[config.mk]
export PLATFORM = sky130hd
export DESIGN_NAME = strict_json_string_lexer_flat
export DESIGN_NICKNAME = d
export VERILOG_FILES = /design/src/sv/sjsl_pkg.sv /design/src/sv/sjsl_if.sv /design/src/sv/sjsl_step.sv /design/src/sv/strict_json_string_lexer.sv /design/src/flat_wrapper.sv
export SDC_FILE = /design/constraint.sdc
export NUM_CORES = 1
export LEC_CHECK = 0
export BUFFER_PORTS_ARGS = -buffer_cell sky130_fd_sc_hd__buf_2
export CORE_MARGIN = 1
export CORE_UTILIZATION = 30
export DETAILED_ROUTE_END_ITERATION = 10
export PLACE_DENSITY_LB_ADDON = 0.1
export SETUP_SLACK_MARGIN = 0.5
export SLEW_MARGIN = 20
export SYNTH_ARGS = -nofsm -noshare
export SYNTH_HDL_FRONTEND = slang
export SYNTH_HIERARCHICAL = 1
export SYNTH_SLANG_ARGS = --single-unit
[constraint.sdc]
create_clock -name clk -period 8.29 [get_ports clk]
set_input_delay 1.2435 -clock clk [delete_from_list [all_inputs] [get_ports clk]]
set_output_delay 1.2435 -clock clk [all_outputs]
set_load 0.05 [all_outputs]
[src/sv/sjsl_pkg.sv]
`default_nettype none

package sjsl_pkg;

  // lexer phase, one-hot
  typedef enum logic [5:0] {
    PH_IDLE = 6'b000001,
    PH_STR  = 6'b000010,
    PH_ESC  = 6'b000100,
    PH_UESC = 6'b001000,
    PH_UBAD = 6'b010000,
    PH_UTF8 = 6'b100000
  } phase_t;

  typedef enum logic [3:0] {
    ERR_NONE         = 4'd0,
    ERR_EXPECTED_STR = 4'd1,
    ERR_CONTROL      = 4'd2,
    ERR_UTF8         = 4'd3,
    ERR_OPEN_ESC     = 4'd4,
    ERR_NONCANON_U   = 4'd5,
    ERR_BAD_HEX      = 4'd6,
    ERR_NONCTRL_U    = 4'd7,
    ERR_BAD_ESC      = 4'd8,
    ERR_UNTERMINATED = 4'd9
  } err_t;

  typedef struct packed {
    logic [7:0] in_byte;
    logic       end_of_input;
  } in_word_t;

  typedef struct packed {
    logic [7:0] out_byte;
    logic       out_valid;
    logic       string_done;
    logic [3:0] error_code;
  } out_word_t;

  typedef struct packed {
    phase_t     phase;
    logic [1:0] utf8_remaining;
    logic [7:0] next_cont_min;
    logic [7:0] next_cont_max;
    logic [1:0] uescape_count;
    logic [3:0] high_nibble;
  } lex_state_t;

  // ascii codes
  localparam logic [7:0] CH_SPACE   = 8'h20;
  localparam logic [7:0] CH_TAB     = 8'h09;
  localparam logic [7:0] CH_LF      = 8'h0a;
  localparam logic [7:0] CH_CR      = 8'h0d;
  localparam logic [7:0] CH_QUOTE   = 8'h22;
  localparam logic [7:0] CH_BSLASH  = 8'h5c;
  localparam logic [7:0] CH_SLASH   = 8'h2f;
  localparam logic [7:0] CH_LOWER_B = 8'h62;
  localparam logic [7:0] CH_LOWER_F = 8'h66;
  localparam logic [7:0] CH_LOWER_N = 8'h6e;
  localparam logic [7:0] CH_LOWER_R = 8'h72;
  localparam logic [7:0] CH_LOWER_T = 8'h74;
  localparam logic [7:0] CH_LOWER_U = 8'h75;
  localparam logic [7:0] CH_ZERO    = 8'h30;
  localparam logic [7:0] CH_NINE    = 8'h39;
  localparam logic [7:0] CH_LOWER_A = 8'h61;
  localparam logic [7:0] CH_UPPER_A = 8'h41;
  localparam logic [7:0] CH_UPPER_F = 8'h46;

  localparam logic [7:0] CODE_BS = 8'h08;
  localparam logic [7:0] CODE_FF = 8'h0c;

  localparam logic [7:0] CTRL_LIMIT = 8'h20;

  // utf-8 lead and continuation bounds
  localparam logic [7:0] CONT_MIN    = 8'h80;
  localparam logic [7:0] CONT_MAX    = 8'hbf;
  localparam logic [7:0] LEAD2_MIN   = 8'hc2;
  localparam logic [7:0] LEAD2_MAX   = 8'hdf;
  localparam logic [7:0] LEAD_E0     = 8'he0;
  localparam logic [7:0] LEAD_E1     = 8'he1;
  localparam logic [7:0] LEAD_EC     = 8'hec;
  localparam logic [7:0] LEAD_ED     = 8'hed;
  localparam logic [7:0] LEAD_EE     = 8'hee;
  localparam logic [7:0] LEAD_EF     = 8'hef;
  localparam logic [7:0] LEAD_F0     = 8'hf0;
  localparam logic [7:0] LEAD_F1     = 8'hf1;
  localparam logic [7:0] LEAD_F3     = 8'hf3;
  localparam logic [7:0] LEAD_F4     = 8'hf4;
  localparam logic [7:0] CONT_MIN_E0 = 8'ha0;
  localparam logic [7:0] CONT_MAX_ED = 8'h9f;
  localparam logic [7:0] CONT_MIN_F0 = 8'h90;
  localparam logic [7:0] CONT_MAX_F4 = 8'h8f;

  localparam lex_state_t STATE_IDLE = '{
    phase:          PH_IDLE,
    utf8_remaining: 2'd0,
    next_cont_min:  CONT_MIN,
    next_cont_max:  CONT_MAX,
    uescape_count:  2'd0,
    high_nibble:    4'd0
  };

endpackage

`default_nettype wire

[src/sv/sjsl_if.sv]
`default_nettype none

interface sjsl_if #(
  parameter type word_t = logic
);
  logic  valid;
  logic  ready;
  word_t data;

  modport source (output valid, output data, input ready);
  modport sink (input valid, input data, output ready);
endinterface

`default_nettype wire

[src/sv/sjsl_step.sv]
`default_nettype none

// next-state and result logic for one word
module sjsl_step (
  input  wire sjsl_pkg::lex_state_t st,
  input  wire sjsl_pkg::in_word_t   word,
  output sjsl_pkg::lex_state_t      st_next,
  output sjsl_pkg::out_word_t       res
);

  function automatic logic [4:0] hex_digit(input logic [7:0] c);
    logic [4:0] r;
    r = 5'd0;
    if (c >= sjsl_pkg::CH_ZERO && c <= sjsl_pkg::CH_NINE) begin
      r = {1'b1, c[3:0]};
    end else if ((c >= sjsl_pkg::CH_LOWER_A && c <= sjsl_pkg::CH_LOWER_F) ||
                 (c >= sjsl_pkg::CH_UPPER_A && c <= sjsl_pkg::CH_UPPER_F)) begin
      r = {1'b1, 4'(c[3:0] + 4'd9)};
    end
    return r;
  endfunction

  logic [7:0]       b;
  logic [4:0]       hex;
  logic [7:0]       u_value;
  sjsl_pkg::err_t   err;
  logic             done;
  sjsl_pkg::lex_state_t nxt;

  assign b       = word.in_byte;
  assign hex     = hex_digit(b);
  assign u_value = {st.high_nibble, hex[3:0]};

  always_comb begin
    nxt          = st;
    err          = sjsl_pkg::ERR_NONE;
    done         = 1'b0;
    res.out_byte  = 8'd0;
    res.out_valid = 1'b0;

    if (word.end_of_input) begin
      unique case (st.phase)
        sjsl_pkg::PH_IDLE: err = sjsl_pkg::ERR_EXPECTED_STR;
        sjsl_pkg::PH_STR:  err = sjsl_pkg::ERR_UNTERMINATED;
        sjsl_pkg::PH_ESC:  err = sjsl_pkg::ERR_OPEN_ESC;
        sjsl_pkg::PH_UESC: err = sjsl_pkg::ERR_NONCANON_U;
        sjsl_pkg::PH_UBAD: err = sjsl_pkg::ERR_NONCANON_U;
        sjsl_pkg::PH_UTF8: err = sjsl_pkg::ERR_UTF8;
        default:           err = sjsl_pkg::ERR_UNTERMINATED;
      endcase
    end else begin
      unique case (st.phase)
        sjsl_pkg::PH_IDLE: begin
          if (b == sjsl_pkg::CH_SPACE || b == sjsl_pkg::CH_TAB ||
              b == sjsl_pkg::CH_LF || b == sjsl_pkg::CH_CR) begin
            nxt = st;
          end else if (b == sjsl_pkg::CH_QUOTE) begin
            nxt.phase = sjsl_pkg::PH_STR;
          end else begin
            err = sjsl_pkg::ERR_EXPECTED_STR;
          end
        end
        sjsl_pkg::PH_STR: begin
          priority if (b == sjsl_pkg::CH_QUOTE) begin
            done = 1'b1;
          end else if (b < sjsl_pkg::CTRL_LIMIT) begin
            err = sjsl_pkg::ERR_CONTROL;
          end else if (b >= sjsl_pkg::CONT_MIN) begin
            // utf-8 lead: sequence length and first continuation bounds
            res.out_byte      = b;
            res.out_valid     = 1'b1;
            nxt.phase         = sjsl_pkg::PH_UTF8;
            nxt.next_cont_min = sjsl_pkg::CONT_MIN;
            nxt.next_cont_max = sjsl_pkg::CONT_MAX;
            priority if (b >= sjsl_pkg::LEAD2_MIN && b <= sjsl_pkg::LEAD2_MAX) begin
              nxt.utf8_remaining = 2'd1;
            end else if (b == sjsl_pkg::LEAD_E0) begin
              nxt.utf8_remaining = 2'd2;
              nxt.next_cont_min  = sjsl_pkg::CONT_MIN_E0;
            end else if ((b >= sjsl_pkg::LEAD_E1 && b <= sjsl_pkg::LEAD_EC) ||
                         b == sjsl_pkg::LEAD_EE || b == sjsl_pkg::LEAD_EF) begin
              nxt.utf8_remaining = 2'd2;
            end else if (b == sjsl_pkg::LEAD_ED) begin
              nxt.utf8_remaining = 2'd2;
              nxt.next_cont_max  = sjsl_pkg::CONT_MAX_ED;
            end else if (b == sjsl_pkg::LEAD_F0) begin
              nxt.utf8_remaining = 2'd3;
              nxt.next_cont_min  = sjsl_pkg::CONT_MIN_F0;
            end else if (b >= sjsl_pkg::LEAD_F1 && b <= sjsl_pkg::LEAD_F3) begin
              nxt.utf8_remaining = 2'd3;
            end else if (b == sjsl_pkg::LEAD_F4) begin
              nxt.utf8_remaining = 2'd3;
              nxt.next_cont_max  = sjsl_pkg::CONT_MAX_F4;
            end else begin
              // no such lead: nothing is emitted
              res.out_byte  = 8'd0;
              res.out_valid = 1'b0;
              err           = sjsl_pkg::ERR_UTF8;
            end
          end else if (b == sjsl_pkg::CH_BSLASH) begin
            nxt.phase = sjsl_pkg::PH_ESC;
          end else begin
            res.out_byte  = b;
            res.out_valid = 1'b1;
          end
        end
        sjsl_pkg::PH_ESC: begin
          nxt.phase     = sjsl_pkg::PH_STR;
          res.out_valid = 1'b1;
          unique case (b)
            sjsl_pkg::CH_QUOTE:   res.out_byte = sjsl_pkg::CH_QUOTE;
            sjsl_pkg::CH_BSLASH:  res.out_byte = sjsl_pkg::CH_BSLASH;
            sjsl_pkg::CH_SLASH:   res.out_byte = sjsl_pkg::CH_SLASH;
            sjsl_pkg::CH_LOWER_B: res.out_byte = sjsl_pkg::CODE_BS;
            sjsl_pkg::CH_LOWER_F: res.out_byte = sjsl_pkg::CODE_FF;
            sjsl_pkg::CH_LOWER_N: res.out_byte = sjsl_pkg::CH_LF;
            sjsl_pkg::CH_LOWER_R: res.out_byte = sjsl_pkg::CH_CR;
            sjsl_pkg::CH_LOWER_T: res.out_byte = sjsl_pkg::CH_TAB;
            sjsl_pkg::CH_LOWER_U: begin
              res.out_valid     = 1'b0;
              nxt.phase         = sjsl_pkg::PH_UESC;
              nxt.uescape_count = 2'd0;
              nxt.high_nibble   = 4'd0;
            end
            default: begin
              res.out_valid = 1'b0;
              err           = sjsl_pkg::ERR_BAD_ESC;
            end
          endcase
        end
        sjsl_pkg::PH_UESC: begin
          priority if (st.uescape_count < 2'd2) begin
            if (b != sjsl_pkg::CH_ZERO) begin
              err = sjsl_pkg::ERR_NONCANON_U;
            end else begin
              nxt.uescape_count = st.uescape_count + 2'd1;
            end
          end else if (st.uescape_count == 2'd2) begin
            // a bad third digit is reported one character later
            if (!hex[4]) begin
              nxt.phase = sjsl_pkg::PH_UBAD;
            end else begin
              nxt.high_nibble   = hex[3:0];
              nxt.uescape_count = 2'd3;
            end
          end else begin
            if (!hex[4]) begin
              err = sjsl_pkg::ERR_BAD_HEX;
            end else if (u_value >= sjsl_pkg::CTRL_LIMIT) begin
              err = sjsl_pkg::ERR_NONCTRL_U;
            end else begin
              res.out_byte      = u_value;
              res.out_valid     = 1'b1;
              nxt.phase         = sjsl_pkg::PH_STR;
              nxt.uescape_count = 2'd0;
              nxt.high_nibble   = 4'd0;
            end
          end
        end
        sjsl_pkg::PH_UBAD: begin
          err = sjsl_pkg::ERR_BAD_HEX;
        end
        sjsl_pkg::PH_UTF8: begin
          if (b < st.next_cont_min || b > st.next_cont_max) begin
            err = sjsl_pkg::ERR_UTF8;
          end else begin
            res.out_byte      = b;
            res.out_valid     = 1'b1;
            nxt.next_cont_min = sjsl_pkg::CONT_MIN;
            nxt.next_cont_max = sjsl_pkg::CONT_MAX;
            if (st.utf8_remaining <= 2'd1) begin
              nxt.utf8_remaining = 2'd0;
              nxt.phase          = sjsl_pkg::PH_STR;
            end else begin
              nxt.utf8_remaining = st.utf8_remaining - 2'd1;
            end
          end
        end
        default: begin
          err = sjsl_pkg::ERR_EXPECTED_STR;
        end
      endcase
    end

    res.string_done = done;
    res.error_code  = err;
    st_next         = (done || err != sjsl_pkg::ERR_NONE) ? sjsl_pkg::STATE_IDLE : nxt;
  end

endmodule

`default_nettype wire

[src/sv/strict_json_string_lexer.sv]
`default_nettype none

// channel  modport  word        fields
// raw      sink     in_word_t   in_byte[7:0], end_of_input
// lexed    source   out_word_t  out_byte[7:0], out_valid, string_done, error_code[3:0]
//
// one result word per raw word, one word per cycle sustained while lexed is ready
// path: raw word -> input register -> result register
// the lexer state updates as a word moves from the input register into the result register
// rst (synchronous) returns to idle, awaiting the opening quote, and empties both registers
// a stall on lexed holds the result register; the input register still takes a word
// while it is empty, so raw backs up only when both registers are full
module strict_json_string_lexer (
  input wire clk,
  input wire rst,
  sjsl_if.sink   raw,
  sjsl_if.source lexed
);

  // input register
  logic               in_full;
  sjsl_pkg::in_word_t in_word;

  // result register
  logic                res_full;
  sjsl_pkg::out_word_t res_word;

  // lexer state
  sjsl_pkg::lex_state_t st;
  sjsl_pkg::lex_state_t st_next;
  sjsl_pkg::out_word_t  step_res;

  logic advance;

  // the input word moves on when the result register is free or being emptied
  assign advance   = in_full && (!res_full || lexed.ready);
  assign raw.ready = !in_full || advance;

  assign lexed.valid = res_full;
  assign lexed.data  = res_word;

  sjsl_step u_step (
    .st      (st),
    .word    (in_word),
    .st_next (st_next),
    .res     (step_res)
  );

  // control registers
  always_ff @(posedge clk) begin
    if (rst) begin
      in_full  <= 1'b0;
      res_full <= 1'b0;
      st       <= sjsl_pkg::STATE_IDLE;
    end else begin
      if (raw.ready) begin
        in_full <= raw.valid;
      end
      if (advance) begin
        res_full <= 1'b1;
        st       <= st_next;
      end else if (lexed.ready) begin
        res_full <= 1'b0;
      end
    end
  end

  // payload registers, no reset needed
  always_ff @(posedge clk) begin
    if (raw.valid && raw.ready) begin
      in_word <= raw.data;
    end
    if (advance) begin
      res_word <= step_res;
    end
  end

  // a finished or failed string always leaves the lexer idle
  a_idle_after_end: assert property (@(posedge clk) disable iff (rst)
    advance && (step_res.string_done || step_res.error_code != sjsl_pkg::ERR_NONE)
    |=> st.phase == sjsl_pkg::PH_IDLE)
    else $error("lexer not idle after completion or error");

  // continuation bytes are only pending inside a utf-8 sequence
  a_utf8_count: assert property (@(posedge clk) disable iff (rst)
    st.phase == sjsl_pkg::PH_UTF8 || st.utf8_remaining == 2'd0)
    else $error("utf-8 count set outside a sequence");

  // a result word carries at most one of byte, completion and error
  a_result_exclusive: assert property (@(posedge clk) disable iff (rst)
    res_full && (res_word.string_done || res_word.error_code != sjsl_pkg::ERR_NONE)
    |-> !res_word.out_valid &&
        !(res_word.string_done && res_word.error_code != sjsl_pkg::ERR_NONE))
    else $error("result word mixes byte, completion or error");

  // a held input word is not overwritten
  a_input_hold: assert property (@(posedge clk) disable iff (rst)
    in_full && !advance |=> in_full && $stable(in_word))
    else $error("input register lost a word");

  // the state only moves when a word is passed on
  a_state_moves_on_advance: assert property (@(posedge clk) disable iff (rst)
    !advance |=> $stable(st))
    else $error("lexer state changed without a word");

endmodule

`default_nettype wire
[src/flat_wrapper.sv]
// flat-port wrapper written by rule: the top's interface ports become plain ports
module strict_json_string_lexer_flat 
  (clk, rst, raw_valid, raw_data, raw_ready, lexed_valid, lexed_data, lexed_ready);
  sjsl_if raw_i ();
  sjsl_if lexed_i ();
  input wire clk;
  input wire rst;
  input wire logic [$bits(raw_i.valid)-1:0] raw_valid;
  input wire logic [$bits(raw_i.data)-1:0] raw_data;
  output wire logic [$bits(raw_i.ready)-1:0] raw_ready;
  output wire logic [$bits(lexed_i.valid)-1:0] lexed_valid;
  output wire logic [$bits(lexed_i.data)-1:0] lexed_data;
  input wire logic [$bits(lexed_i.ready)-1:0] lexed_ready;
  assign raw_i.valid = raw_valid;
  assign raw_i.data = raw_data;
  assign raw_ready = raw_i.ready;
  assign lexed_valid = lexed_i.valid;
  assign lexed_data = lexed_i.data;
  assign lexed_i.ready = lexed_ready;
  strict_json_string_lexer u_core (.clk(clk), .rst(rst), .raw(raw_i), .lexed(lexed_i));
endmodule
* Word level (Yosys, flattened, before mapping) *
Cells that the tools add are included.

word-level totals
  bits in registers = 34
  latch bits = 0
  RAM bits = 0
  ROM bits = 0
  output and inout bits = 3
  memories = 0

cells by class
  add/sub/neg operators = 1
  multipliers = 0
  divide/modulo/power cells = 0
  order comparisons = 5
  eq/ne operators = 19
  shifts and indexed selects = 0
  muxes and demuxes = 17
  bitwise operators = 0
  reductions and logical operators = 17

operators by type and width
  operator                                                               count
  30-bit 2-to-1 mux                                                      2
  24-bit 2-to-1 mux                                                      1
  4-bit one-hot mux with 5 select lines                                  1
  18-bit 2-to-1 mux                                                      1
  6-bit 2-to-1 mux                                                       3
  6-bit one-hot mux with 3 select lines                                  1
  4-bit one-hot mux with 4 select lines                                  1
  3-bit inequality test, second input constant                           5
  7-bit AND reduction                                                    2
  2-bit inequality test, second input constant                           5
  10-bit AND reduction                                                   1
  8-bit by 6-bit >= comparator with 1-bit output, second input constant  1
  1-bit by 8-bit > comparator with 1-bit output, first input constant    1
  1-bit by 8-bit < comparator with 1-bit output, first input constant    1
  6-bit by 1-bit == test with 1-bit output, second input constant        1
  6-bit by 2-bit == test with 1-bit output, second input constant        1
  6-bit by 3-bit == test with 1-bit output, second input constant        1
  6-bit by 4-bit == test with 1-bit output, second input constant        1
  6-bit by 5-bit == test with 1-bit output, second input constant        1
  6-bit == test, second input constant                                   1
  3-bit 2-to-1 mux                                                       2
  3-bit nonzero test                                                     2
  6-bit nonzero test                                                     1
  5-bit inequality test, second input constant                           1
  15 further kinds                                                       21

* Logic depth before layout (Yosys ltp) *
Gate-level depths: netlist (run 1).

  word-level depth = 8
  mapped depth = 14
  depth with buffers taken out = 11

* Hierarchy *
Netlist (run 1), hierarchy kept.

modules (own cells, without submodules)
  module                    instances  cells an instance  area an instance (um^2)  seq. area each (um^2)
  sjsl_step                 1          384                2397.3                   0.0
  strict_json_string_lexer  1          144                1481.4                   700.7

* Least setup slack after synthesis (run 1) *
No wires, ideal clock.

  kind = input to output
  from = input port lexed_ready
  to = output port raw_ready
  arrival = 1.676 ns
  data required time = 7.047 ns
  path slack = 5.371 ns
  stages = 2
  path buffers = 0
  path through = nor2b_4 > nand2_1

on the way
  word-level cells in the longest chain between the ends = 3

RTL lines
  what               line                            text
  start, declared    flat_wrapper.sv:13              input wire logic [$bits(lexed_i.ready)-1:0] lexed_ready;
  1-bit logical OR   strict_json_string_lexer.sv:36  assign advance = in_full && (!res_full || lexed.ready);
  1-bit logical AND  strict_json_string_lexer.sv:36
  1-bit logical OR   strict_json_string_lexer.sv:37  assign raw.ready = !in_full || advance;
  end, declared      flat_wrapper.sv:10              output wire logic [$bits(raw_i.ready)-1:0] raw_ready;

No other way between the ends.

==> metrics.yaml, run 1 <==
netlist_area_um2: 3527
die_height_um: 110.4
drv_cap: 0
min_path_cells: 2
power.internal_uw: 333.2
arrival_ns: 3.51
max_stage_delay_ns: 0.60
grt_antenna_before_repair: 0
crit_path_start: "u_core/st[27]"
yosysWarnings: 6
grt_max_degree: 61
netlist_instances: 470
cpMaxStageDelayCell: "or4_4"
clk_latency_ns: 0.28
cts_made_buffers: 5
place_hpwl_um: 6800
power_uw: 439.9
grt_overflow: 0
layout.nets: 525
io_buffers: 7
grt_first_pass_wirelength_um: 15250
tightest_slew_ns: 1.020
vias: 3199
hold_buffers: 0
vias_per_cell: 4.967
required_ns: 8.44
numClockSinks: 33
drt_wl_total_um: 9180
critPathCaptureType: "flip-flop"
power_leakage_uw: 0.001440
fmax_mhz: 297.1
io_pins: 8
syn_avg_cell_area_um2: 7.505
wire_per_inst_um: 14.25
first_pass_iters: 4
setup_viol_count_final: 0
hold_violations: 0
cp-start-kind: "flip-flop"
fillers: 1241
root_buffer: "clkbuf_16"
routabilityCongestion: 0.8229
cts.clk_slew.worst_paths_ns: 0.05
worstReg2RegStart: "u_core/st[27]"
reg2reg_depth: 9
p_switching_uw: 106.7
coreArea_um2: 11420
ant_nets: 0
n_antenna_cell: 0
status: "completed"
final_cell_area_um2: 3924
drive_gt1_frac: 0.07385
grt_usage: 0.1523
worst_clock_skew_ns: 0.004996
die_width_um: 110.4
crit_type: "flip-flop to flip-flop"
clkPwrFrac: 0.497
drc: 0
crit_cells: 9
cts_tree: "yes"
hp-class: "flip-flop to flip-flop"
htree_levels: 2
max-slew-margin-rel: 0.3196
layout_common_cells: "nor2_1 (56), nand2b_1 (54), conb_1 (51)"
rrSetupSlack_ns: 4.92
ir_drop_mv: 0.07154
fin_crit_sh: 0.4060
initial_core_util: 0.3089
crit_family: "simple AND/OR/NAND/NOR gates"
layout_commonest_cell: "nor2_1"
placed_area_um2: 3751
share_comb_of_total_power: 0.132
path_max_fanout: 15
slew_viol_final: 0
min_period_ns: 3.366
cts_resized: 0
crit_path_end: "u_core/st[8]"
die_area_um2: 12190
grt_pass1_vias: 2999
critical_path_buf_inv_count: 0
drtIter0Drc: 208
cts_setup_buffers: 0
cts_buffer_depth: 2
seqPwrFrac: 0.370
power-per-cell-area_nw_per_um2: 112.1
rsz0062_at_grt: "no"
p_sw_frac: 0.2426
r2r_end: "u_core/st[8]"
crit_chain: "or4_4 -> maj3_2 -> a211oi_2 -> a21boi_2 -> and4_4 -> o2111ai_1 -> nand2b_1 -> nor2_1 -> mux2i_1"
syn_to_final_growth_pct: 11.25
setup_tns_ns: 0
num_rows: 39
## worst min path at each step
stage	from	to	slack, ns
detailed placement	u_core/st[12]	u_core/st[12]	0.47
global placement	u_core/st[20]	u_core/st[20]	0.46
finish	u_core/st[12]	u_core/st[12]	0.47
CTS	u_core/st[12]	u_core/st[12]	0.47
floorplan	u_core/st[12]	u_core/st[12]	0.45
global route	u_core/st[12]	u_core/st[12]	0.49
## flip-flops by register name, indices dropped and copies added, names as in the netlist
signal,flops
u_core/lexed.data,1
u_core/in_full,1
u_core/st,29
u_core/in_word,1
u_core/lexed.valid,1
## per-layer routing
metal	vias to the layer above	global-route usage	wire length, um
met3	8	0.02141	242
met5	-	0	0
met4	0	0.04356	121
li1	1690	-	-
met1	1451	0.2166	4753
met2	50	0.2381	4063
## worst min-delay path, stage by stage, from the launching register on
cell and delay, ns:
dfxtp_1 0.31, nand2b_1 0.06, mux2i_1 0.05
## stage by stage
stage | hold WS [ns] | cells | util | worst slack, ns
after floorplan | 0.4487 | 520 | - | 5.371
after global placement | 0.4593 | 635 | 0.3268 | 4.911
after detailed placement | 0.4666 | 636 | 0.3285 | 4.895
after CTS | 0.4746 | 644 | 0.3436 | 4.887
after global routing | 0.4906 | 644 | 0.3436 | 4.681
final | 0.4705 | 644 | 0.3436 | 4.924
## power groups by stage
stage / clock, uW / sequential, uW / combinational (uW)
2_1_floorplan: 0 / 166 / 49.5
3_3_place_gp: 0 / 166 / 50.1
3_5_place_dp: 0 / 166 / 51.5
4_1_cts: 226 / 163 / 51.4
5_1_grt: 233 / 163 / 65.2
6_report: 219 / 163 / 58.3
## area by class of cell
class | count | area [um2] | share of cell area
clock inverters | 1 | 30.03 | 0.007653
inverters | 28 | 105.1 | 0.02679
repair buffers | 8 | 55.05 | 0.01403
flip-flops and latches | 33 | 680.7 | 0.1735
multi-input cells | 424 | 2731 | 0.6961
well taps | 143 | 178.9 | 0.04560
clock buffers | 7 | 142.6 | 0.03635
No activity file was read; power rests on OpenSTA's default activity.
==> inputs of run 2 (changes only) <==
clock period = 3.4 ns   (was 8.29 ns; I/O delays follow)
==> metrics.yaml, run 2 (synthesis results as in run 1) <==
status: "completed"  # unchanged
io_buffers: 7  # unchanged
slew_viol_final: 0  # unchanged
rrSetupSlack_ns: 0.56  # was 4.92 ns
die_area_um2: 12190  # unchanged
grt_max_degree: 61  # unchanged
grtUsageMet2: 0.2538  # was 0.2381
numClockSinks: 33  # unchanged
tightest_slew_ns: 0.8263  # was 1.020 ns
setup_tns_ns: 0  # unchanged
rsz0062_at_grt: "yes"  # was no
n_antenna_cell: 0  # unchanged
die_height_um: 110.4  # unchanged
syn_to_final_growth_pct: 16.85  # was 11.25%
layout_commonest_cell: "nor2_1"  # unchanged
grt.met3_usage: 0.02909  # was 0.02141
grtUsageMet1: 0.2228  # was 0.2166
worst_hold_slack_ns: 0.4007  # was 0.4705 ns
drv_cap: 0  # unchanged
min_from: "raw_data"  # was u_core/st[12]
vias_per_cell: 5.017  # was 4.967
hold_violations: 0  # unchanged
fin_crit_sh: 0.8350  # was 0.4060
min_to: "u_core/in_word[0]"  # was u_core/st[12]
setup_viol_count_final: 0  # unchanged
power-per-cell-area_nw_per_um2: 262.4  # was 112.1 nW/um2
finalNonFillerCells: 661  # was 644
root_buffer: "clkbuf_16"  # unchanged
cts_buffer_depth: 2  # unchanged
initial_core_util: 0.3089  # unchanged
place_hpwl_um: 6954  # was 6800 um
power_leakage_uw: 0.001536  # was 0.001440 uW
clk_latency_ns: 0.28  # about the same
grt_antenna_before_repair: 0  # unchanged
drtIter0Drc: 336  # was 208
vias: 3316  # was 3199
cp-start-kind: "flip-flop"  # unchanged
htree_levels: 2  # unchanged
grt_pass1_vias: 3177  # was 2999
layout_common_cells: "nor2_1 (55), nand2b_1 (54), conb_1 (51)"  # was nor2_1 (56), nand2b_1 (54), conb_1 (51)
cts_tree: "yes"  # unchanged
grt.busiest_layer: "met2"  # unchanged
routabilityCongestion: 0.8819  # was 0.8229
num_rows: 39  # unchanged
layout.nets: 542  # was 525
ir_drop_mv: 0.1534  # was 0.07154 mV
cts_made_buffers: 5  # unchanged
required_ns: 3.57  # was 8.44 ns
hp-class: "input pin to flip-flop"  # was flip-flop to flip-flop
cts.clk_slew.worst_paths_ns: 0.05  # about the same
crit_type: "flip-flop to flip-flop"  # unchanged
wire_per_inst_um: 14.15  # was 14.25 um
grt_overflow: 0  # unchanged
min_period_ns: 2.839  # was 3.366 ns
drt_wl_total_um: 9353  # was 9180 um
grt_first_pass_wirelength_um: 16010  # was 15250 um
worst_clock_skew_ns: 0.003500  # was 0.004996 ns
ant_nets: 0  # unchanged
largest_reg_flops: 29  # unchanged
die_width_um: 110.4  # unchanged
max-slew-margin-rel: 0.4480  # was 0.3196
worstReg2RegStart: "u_core/st[28]"  # was u_core/st[27]
fmax_mhz: 352.2  # was 297.1 MHz
largest-register: "u_core/st"  # unchanged
path_max_fanout: 6  # was 15
coreArea_um2: 11420  # unchanged
placed_cells: 646  # was 636
io_pins: 8  # unchanged
critPathCaptureType: "flip-flop"  # unchanged
min_path_cells: 1  # was 2
r2r_end: "u_core/st[6]"  # was u_core/st[8]
drive_gt1_frac: 0.1274  # was 0.07385
reg2reg_depth: 9  # unchanged
arrival_ns: 3.01  # was 3.51 ns
grt_usage: 0.1599  # was 0.1523
first_pass_iters: 4  # unchanged
drc: 0  # unchanged
## run 2: cell count changes in the layout (fill, tap and decap cells not counted), moves of 2 or more
cell | previous run | this run
nor4_1 | 6 | 4
nor4_2 | 0 | 2
buf_6 | 0 | 2
a211oi_1 | 11 | 9
o21ai_1 | 1 | 3
o21ai_0 | 22 | 20
buf_4 | 0 | 16
## run 2: power breakdown
group          total (uW)  internal (uW)  switching (uW)
clock network         540            366             174
logic                 145           55.8            89.2
registers             396            392            4.29
## run 2: worst max-delay path, cell delays in order (launching register included)
cell,delay [ns]
dfxtp_4,0.36
or4_4,0.50
maj3_2,0.33
a211oi_4,0.24
a21boi_2,0.21
and4_4,0.26
o211ai_4,0.12
or4_4,0.49
nor2_1,0.11
mux2i_1,0.08
## run 2: worst max path at each step
| stage | startpoint | to | slack [ns] | cells after the start |
|---|---|---|---|---|
| after floorplan | u_core/st[8] | u_core/st[6] | 0.71 | 11 |
| after global placement | u_core/st[28] | u_core/st[24] | 0.36 | 10 |
| after detailed placement | u_core/st[28] | u_core/st[24] | 0.37 | 10 |
| after CTS | u_core/st[8] | u_core/st[6] | 0.51 | 11 |
| after global routing | u_core/st[28] | u_core/st[6] | 0.44 | 9 |
| final | u_core/st[28] | u_core/st[6] | 0.56 | 9 |
## run 2: through the flow
stage	util	setup slack, ns	area (um2)	power (uW)
final	0.3609	0.5611	4121	1081
after global routing	0.3609	0.4443	4121	1132
after CTS	0.3523	0.5112	4023	1077
after detailed placement	0.3340	0.3682	3814	529.3
after global placement	0.3340	0.3567	3814	528.4
after floorplan	-	0.7130	3715	526.1
## run 2: routing by layer
metal  routed length (um)  part of all wire
met1                 4750              0.51
met5                    0                 0
met2                 4151              0.44
met3                  328             0.035
met4                  122             0.013
## run 2: layout make-up
type,instances,area (um2)
clock buffers,7,142.6
inverters,28,105.1
repair buffers,25,177.7
flip-flops and latches,33,684.4
multi-input cells,424,2803
well taps,143,178.9
clock inverters,1,30.03
fillers,1243,7297
## run 2: what timing repair did
| item | in CTS | in global routing |
|---|---|---|
| setup endpoints to repair | 14 | 27 |
| pin swaps | 1 | 9 |
| resized for setup | 4 | 14 |
| buffers inserted | 3 | 4 |
| hold buffers | 0 | 0 |
